===== src/euclidean_feature_transform_unit_assert.svh =====
// assertion macros for the euclidean feature transform unit
// used by the top level only, no other dependencies
`ifndef EUCLIDEAN_FEATURE_TRANSFORM_UNIT_ASSERT_SVH
`define EUCLIDEAN_FEATURE_TRANSFORM_UNIT_ASSERT_SVH

// same-cycle implication
`define EFTU_ASSERT_NOW(lbl, ante, cons) \
  lbl: assert property (@(posedge clk) disable iff (rst) (ante) |-> (cons)) \
    else $error("eftu check failed");

// next-cycle implication
`define EFTU_ASSERT_NEXT(lbl, ante, cons) \
  lbl: assert property (@(posedge clk) disable iff (rst) (ante) |=> (cons)) \
    else $error("eftu check failed");

`endif


===== src/eftu_pkg.sv =====
// shared types and constants of the euclidean feature transform unit
// no dependencies
package eftu_pkg;

  localparam int MAX_WIDTH_DEF  = 256;
  localparam int MAX_HEIGHT_DEF = 256;
  localparam int CFG_W          = 9;
  localparam int CFG_IDX_W      = 1;
  localparam int PIX_W          = 8;
  localparam int OUT_COL_W      = 10;
  localparam int OUT_ROW_W      = 8;
  localparam logic [CFG_W-1:0] DIM_RESET = 9'd256;

  localparam logic [CFG_IDX_W-1:0] REG_WIDTH  = 1'b0;
  localparam logic [CFG_IDX_W-1:0] REG_HEIGHT = 1'b1;

  localparam logic FUNC_LOAD = 1'b0;
  localparam logic FUNC_READ = 1'b1;

  typedef enum logic [3:0] {
    ST_IDLE,
    ST_RPA_RD,
    ST_RPA_WR,
    ST_RPB_RD,
    ST_RPB_WR,
    ST_CPI_RD,
    ST_CPI_WR,
    ST_CPU_RD,
    ST_CPU_LD,
    ST_CP_SRD,
    ST_CP_MUL,
    ST_CP_CMP,
    ST_CP_DIV,
    ST_CP_PUSH,
    ST_RO_RD,
    ST_RO_WR
  } state_t;

  typedef struct packed {
    logic load_wr;
    logic read_en;
    logic rp_init;
    logic a_rd;
    logic a_wr;
    logic b_rd;
    logic b_wr;
    logic ci_rd;
    logic ci_wr;
    logic u_rd;
    logic u_ld;
    logic seg_rd;
    logic mul;
    logic pop;
    logic empty_set;
    logic div_start;
    logic push_try;
    logic ro_rd;
    logic ro_wr;
  } cmd_t;

  typedef struct packed {
    logic col_zero;
    logic col_last;
    logic row_last;
    logic u_last;
    logic u_zero;
    logic h_one;
    logic pop;
    logic top_zero;
    logic div_done;
  } sts_t;

endpackage


===== src/eftu_ctrl.sv =====
// sequencer of the transform: load and read handshake, row pass, column pass
// depends on eftu_pkg
module eftu_ctrl (
  input  logic          clk,
  input  logic          rst,
  input  logic          start,
  input  logic          func,
  input  logic          load_last,
  input  eftu_pkg::sts_t sts,
  output logic          busy,
  output eftu_pkg::cmd_t cmd
);

  eftu_pkg::state_t state, state_next;

  assign busy = state != eftu_pkg::ST_IDLE;

  always_ff @(posedge clk) begin
    if (rst) begin
      state <= eftu_pkg::ST_IDLE;
    end else begin
      state <= state_next;
    end
  end

  always_comb begin
    state_next = state;
    unique case (state)
      eftu_pkg::ST_IDLE: begin
        if (start && func == eftu_pkg::FUNC_LOAD && load_last) begin
          state_next = eftu_pkg::ST_RPA_RD;
        end
      end
      eftu_pkg::ST_RPA_RD: state_next = eftu_pkg::ST_RPA_WR;
      eftu_pkg::ST_RPA_WR: begin
        state_next = sts.col_zero ? eftu_pkg::ST_RPB_RD : eftu_pkg::ST_RPA_RD;
      end
      eftu_pkg::ST_RPB_RD: state_next = eftu_pkg::ST_RPB_WR;
      eftu_pkg::ST_RPB_WR: begin
        if (sts.col_last) begin
          state_next = sts.row_last ? eftu_pkg::ST_CPI_RD : eftu_pkg::ST_RPA_RD;
        end else begin
          state_next = eftu_pkg::ST_RPB_RD;
        end
      end
      eftu_pkg::ST_CPI_RD: state_next = eftu_pkg::ST_CPI_WR;
      eftu_pkg::ST_CPI_WR: begin
        state_next = sts.h_one ? eftu_pkg::ST_RO_RD : eftu_pkg::ST_CPU_RD;
      end
      eftu_pkg::ST_CPU_RD: state_next = eftu_pkg::ST_CPU_LD;
      eftu_pkg::ST_CPU_LD: state_next = eftu_pkg::ST_CP_MUL;
      eftu_pkg::ST_CP_SRD: state_next = eftu_pkg::ST_CP_MUL;
      eftu_pkg::ST_CP_MUL: state_next = eftu_pkg::ST_CP_CMP;
      eftu_pkg::ST_CP_CMP: begin
        if (sts.pop && sts.top_zero) begin
          state_next = sts.u_last ? eftu_pkg::ST_RO_RD : eftu_pkg::ST_CPU_RD;
        end else if (sts.pop) begin
          state_next = eftu_pkg::ST_CP_SRD;
        end else begin
          state_next = eftu_pkg::ST_CP_DIV;
        end
      end
      eftu_pkg::ST_CP_DIV: begin
        if (sts.div_done) begin
          state_next = eftu_pkg::ST_CP_PUSH;
        end
      end
      eftu_pkg::ST_CP_PUSH: begin
        state_next = sts.u_last ? eftu_pkg::ST_RO_RD : eftu_pkg::ST_CPU_RD;
      end
      eftu_pkg::ST_RO_RD: state_next = eftu_pkg::ST_RO_WR;
      eftu_pkg::ST_RO_WR: begin
        if (sts.u_zero) begin
          state_next = sts.col_last ? eftu_pkg::ST_IDLE : eftu_pkg::ST_CPI_RD;
        end else begin
          state_next = eftu_pkg::ST_RO_RD;
        end
      end
      default: state_next = eftu_pkg::ST_IDLE;
    endcase
  end

  always_comb begin
    cmd = '0;
    unique case (state)
      eftu_pkg::ST_IDLE: begin
        cmd.load_wr = start && func == eftu_pkg::FUNC_LOAD;
        cmd.read_en = start && func == eftu_pkg::FUNC_READ;
        cmd.rp_init = start && func == eftu_pkg::FUNC_LOAD && load_last;
      end
      eftu_pkg::ST_RPA_RD:  cmd.a_rd = 1'b1;
      eftu_pkg::ST_RPA_WR:  cmd.a_wr = 1'b1;
      eftu_pkg::ST_RPB_RD:  cmd.b_rd = 1'b1;
      eftu_pkg::ST_RPB_WR:  cmd.b_wr = 1'b1;
      eftu_pkg::ST_CPI_RD:  cmd.ci_rd = 1'b1;
      eftu_pkg::ST_CPI_WR:  cmd.ci_wr = 1'b1;
      eftu_pkg::ST_CPU_RD:  cmd.u_rd = 1'b1;
      eftu_pkg::ST_CPU_LD:  cmd.u_ld = 1'b1;
      eftu_pkg::ST_CP_SRD:  cmd.seg_rd = 1'b1;
      eftu_pkg::ST_CP_MUL:  cmd.mul = 1'b1;
      eftu_pkg::ST_CP_CMP: begin
        cmd.empty_set = sts.pop && sts.top_zero;
        cmd.pop       = sts.pop && !sts.top_zero;
        cmd.div_start = !sts.pop;
      end
      eftu_pkg::ST_CP_DIV:  cmd = '0;
      eftu_pkg::ST_CP_PUSH: cmd.push_try = 1'b1;
      eftu_pkg::ST_RO_RD:   cmd.ro_rd = 1'b1;
      eftu_pkg::ST_RO_WR:   cmd.ro_wr = 1'b1;
      default:              cmd = '0;
    endcase
  end

endmodule


===== config.mk =====
export PLATFORM = sky130hd
export DESIGN_NAME = eftu_ctrl
export DESIGN_NICKNAME = d
export VERILOG_FILES = /design/src/euclidean_feature_transform_unit_assert.svh /design/src/eftu_pkg.sv /design/src/eftu_ctrl.sv
export SDC_FILE = /design/constraint.sdc
export NUM_CORES = 1
export LEC_CHECK = 0
export BUFFER_PORTS_ARGS = -buffer_cell sky130_fd_sc_hd__buf_2
export CORE_AREA = 2 2 39 41
export CTS_CLUSTER_DIAMETER = 40
export DETAILED_ROUTE_END_ITERATION = 16
export DIE_AREA = 0 0 41 43
export PLACE_DENSITY = 0.76
export SLEW_MARGIN = 20
export SYNTH_ARGS = -nofsm -noshare
export SYNTH_HDL_FRONTEND = slang
export SYNTH_SLANG_ARGS = --single-unit

===== constraint.sdc =====
create_clock -name clk -period 2.8 [get_ports clk]
set_input_delay 0.28 -clock clk [delete_from_list [all_inputs] [get_ports clk]]
set_output_delay 0.28 -clock clk [all_outputs]
set_load 0.03 [all_outputs]

==> results.md <==
- The storage element area is about 80 sq um.
- The first routing iteration left 29 violations.
- Dividing the detail-routed via count by the number of cells gives approximately 5.4.
- The combinational family with the most area after synthesis is simple AND/OR/NAND/NOR gates.
- The path class of the tightest hold or removal check is in2reg.
- Summed over all failing endpoints, the final setup total negative slack is 0 ns.
- The residual antenna-violating net count after detailed routing is 0.
- The total of max-cap violations is 0.
- The via count of the first global-routing pass was around 560.
- The residual DRC count is 0.
- CTS built an H-tree with a depth of 1.
- For this design, the CTS-stage hold fixing added 0 buffers.
- The cell type with the largest total area after synthesis is sky130_fd_sc_hd__dfxtp_1.
- The via count of the routed design is roughly 680.
- The register clock-pin slew on the reported worst setup and hold paths is 0.04 ns.
- The final hold violation count came to 0.
- The post-CTS setup repair buffer count is 0.
- The netlist uses 33 different library cells.
- By area the synthesized netlist is led by sky130_fd_sc_hd__dfxtp_1 (15%), sky130_fd_sc_hd__nor2_1 (13%), sky130_fd_sc_hd__nand2_1 (5.0%), sky130_fd_sc_hd__a21oi_1 (4.7%), sky130_fd_sc_hd__nor3_1 (4.7%).
- Summed over all nets, the switching power comes to about 110 uW.
- The share of total power dissipated in combinational logic is 0.416.
- The run finished with clean final reports.
- The share of synthesized area occupied by flip-flops and latches is 0.152.
- The clock tree root driver cell is sky130_fd_sc_hd__clkbuf_4.
- The total area inside the core boundary comes to roughly 1400 sq um.
- The startpoint identified for the worst hold timing path is rst.
- The synthesized design contains 4 register bits.
- The number of clock buffers added by TritonCTS is 3.
- For this design, the sink count on the clock tree is 4.
- In the global route stage, overall resource usage came out at 0.196.
- The synthesized design contains 0 enable-type register cells.
- For the final database, setup skew stands at 0.00467 ns.
- The deepest clock path buffer count is 2.
- The data arrival at the endpoint of the critical path is 1.57 ns.
- The switching part of the total is 0.422.
- The flip-flop count of the largest register after layout is 4.
- The overall power after layout is roughly 260 uW.
- Setup repair after global routing left no endpoint under its margin.
- Of the total synthesized cell area, the portion taken by XOR and XNOR cells is 0.
- The leading register cell type out of synthesis is sky130_fd_sc_hd__dfxtp_1.
- The first-pass GRT wire length is approximately 2400 um.
- The adder and majority cell fraction of the synthesized area is 0.
- The first-pass detailed-route iteration total is 4.
- Once the clock tree was built, the resizer swapped 0 gates to a different size.
- Counting flops with an async set or reset pin after synthesis yields a share of 0.
- The total overflow left after global routing is 0.
- The worst hold slack is about 0.25 ns.
- The total half-perimeter wirelength after legalization and detailed placement is around 1200 um.
- After technology mapping, the gate count stands at 79.
- The start point of the critical path is state[3].
- The launching element type of the critical path is a flop.
- The floorplan step defined a die boundary enclosing between 1500 and 2000 sq um.
- The total nets after synthesis is 93.
- The final critical path time including I/O delays and setup is approximately 1.8 ns.
- In the final routed layout, each cell accounts on average for ~12 um.
- For this design the ratio of total power to cell area is 366 nW/um^2.
- Headroom to the max-slew limit came out at 0.615.
- Dividing the synthesized area by the synthesized cell count gives roughly 6.7 sq um.
- The largest registers in the layout are state (4).
- The kind of critical path is reg2out.
- The compound-cell area share of the yosys netlist is 0.306.
- The layout has roughly 140 filler cells.
- The multi-input combinational cells in the finished layout cover a total of ~400 sq um.
- The initial cell density of the core is 0.382.
- Of the total power, the clock network draws 0.291.
- The number of nets in the final layout is about 130.
- The static leakage is about 0.00035 uW.
- The maximum number of pins on one net before global-route repair is 16.
- Across the VDD grid, the largest voltage drop is 0.254 mV.
- At the end of routability-driven placement, the weighted congestion stood at between 0.8 and 0.9.
- The required time reported for the critical path endpoint is ~2.5 ns.
- The launch instance of the worst register-to-register path is state[3].
- Clock latency on the worst-skew pair, taken at its later pin, is ~0.24 ns.
- The number of core rows is 14.
- Timing would allow up to approximately 540 MHz.
- state holds more flip-flops than any other register.
- The die boundary width is 41 um.
- The CTS tree is built.
- Of the cells placed in the final design, the portion with a size suffix greater than 1 is 0.396.
- The slew at the pin closest to its max-slew limit is 0.577 ns.
- 34 I/O pins were placed.
- The final count of pins violating max slew is 0.
- Measured against the total synthesized area, the mux share comes to 0.0213.
- During synthesis, Yosys emitted a total of 0 warnings.
- The die is between 40 and 50 um tall.
- For this block, the routed nets add up to around 1500 um of wire.
- The share of synthesized area in the top cell type comes to 0.152.
- The number of port buffers is 33.
- Setup violations remaining at the end of the flow were counted as 0.
- The sequential group share of total power is 0.293.
- The repair_antennas step left the layout with diodes totalling 0.
- The netlist area before placement is between 500 and 600 sq um.
- Compared with the post-synthesis result, the final layout area differs by 32.2%.
- Of the available clock period, the critical path in the final layout requires 0.660.
- The number of antenna violations at the first check in global routing was 0.
- The peak fanout along the critical path is 15.
- The simple logic cell fraction of the synthesized area is 0.429.
- The critical path endpoint category is a primary output.
- The total internal power is between 100 and 150 uW.
## cell families after synthesis
| group | count (synthesis) |
|---|---|
| flops | 4 |
| buf+inv | 7 |
| mux | 1 |
| simple gates | 44 |
| compound gates | 23 |
## cell type report
cell class | count | share of cell area
multi-input cells | 68 | 0.572
repair buffers | 33 | 0.237
flip-flops and latches | 4 | 0.115
clock buffers | 3 | 0.0323
well taps | 16 | 0.0287
inverters | 3 | 0.0161
## routing by layer
metal,share of wire,up-vias,track usage
li1,-,352,-
met1,0.40,305,0.239
met2,0.53,22,0.303
met3,0.045,4,0.0366
met4,0.020,0,0.113
met5,0,-,0
## critical path, cell delays in order (launching register included)
cell                       delay [ns]
sky130_fd_sc_hd__dfxtp_1         0.68
sky130_fd_sc_hd__nand2b_4        0.15
sky130_fd_sc_hd__nor2_4          0.14
sky130_fd_sc_hd__nand2_1         0.06
sky130_fd_sc_hd__nor2_1          0.09
sky130_fd_sc_hd__buf_2           0.20
## placed cells by master (no fill, tap or decap)
| master | instances |
|---|---|
| sky130_fd_sc_hd__o211ai_1 | 1 |
| sky130_fd_sc_hd__nor3_1 | 5 |
| sky130_fd_sc_hd__nand2b_2 | 2 |
| sky130_fd_sc_hd__nand2_1 | 7 |
| sky130_fd_sc_hd__buf_2 | 33 |
| sky130_fd_sc_hd__and2_1 | 1 |
| sky130_fd_sc_hd__a41oi_1 | 1 |
| sky130_fd_sc_hd__and3_1 | 1 |
| sky130_fd_sc_hd__mux2_2 | 1 |
| sky130_fd_sc_hd__clkbuf_4 | 3 |
| sky130_fd_sc_hd__a211oi_1 | 1 |
| sky130_fd_sc_hd__a311o_1 | 1 |
| sky130_fd_sc_hd__o32ai_1 | 1 |
| sky130_fd_sc_hd__o21bai_1 | 1 |
| sky130_fd_sc_hd__a31oi_1 | 1 |
| sky130_fd_sc_hd__or2_1 | 1 |
| sky130_fd_sc_hd__nand3_1 | 2 |
| sky130_fd_sc_hd__o221ai_1 | 1 |
| sky130_fd_sc_hd__inv_1 | 3 |
| sky130_fd_sc_hd__o21a_1 | 1 |
| sky130_fd_sc_hd__a21boi_0 | 1 |
| sky130_fd_sc_hd__nand2b_4 | 1 |
| sky130_fd_sc_hd__nand2b_1 | 3 |
| sky130_fd_sc_hd__a221oi_2 | 1 |
| sky130_fd_sc_hd__nor2_1 | 18 |
| sky130_fd_sc_hd__o21ai_0 | 4 |
| sky130_fd_sc_hd__nand2_2 | 1 |
| sky130_fd_sc_hd__a21oi_1 | 5 |
| sky130_fd_sc_hd__nor2_4 | 1 |
| sky130_fd_sc_hd__a32oi_1 | 1 |
| sky130_fd_sc_hd__dfxtp_1 | 4 |
| sky130_fd_sc_hd__nand2_4 | 1 |
| sky130_fd_sc_hd__o22ai_1 | 2 |
## path summary, 6_finish.rpt
check	endpoint	slack, ns	depth (start not counted)
setup / recovery	cmd[5]	0.95	5
hold / removal	state[0]	0.25	2
setup reg to reg	state[2]	1.25	4
hold reg to reg	state[3]	0.77	2
## cell usage after synthesis, types with 2 or more instances
library cell,n
sky130_fd_sc_hd__a21oi_1,5
sky130_fd_sc_hd__o21ai_0,4
sky130_fd_sc_hd__buf_4,2
sky130_fd_sc_hd__inv_1,3
sky130_fd_sc_hd__buf_6,2
sky130_fd_sc_hd__nor3_1,5
sky130_fd_sc_hd__nand2b_2,2
sky130_fd_sc_hd__nand3_1,2
sky130_fd_sc_hd__dfxtp_1,4
sky130_fd_sc_hd__o22ai_1,2
sky130_fd_sc_hd__nor2_1,18
sky130_fd_sc_hd__nand2b_1,3
sky130_fd_sc_hd__nand2_1,7
## power groups by stage
stage          combinational [uW]  clock [uW]  sequential [uW]
6_report                      106        74.3             74.7
5_1_grt                       115        82.9             75.7
4_1_cts                       106        77.2             74.3
3_5_place_dp                  105           0             75.2
3_3_place_gp                  104           0             74.4
2_1_floorplan                86.7           0             65.9
## per-stage QoR
step	setup WS (ns)	utilization	instance area (sq um)	std cells
6_report	0.951	0.505	698	127
2_1_floorplan	0.915	-	528	79
5_1_grt	0.810	0.505	698	127
3_3_place_gp	1.20	0.488	676	124
3_5_place_dp	1.21	0.488	676	124
4_1_cts	0.951	0.505	698	127
(Power assumes the default switching activity.)
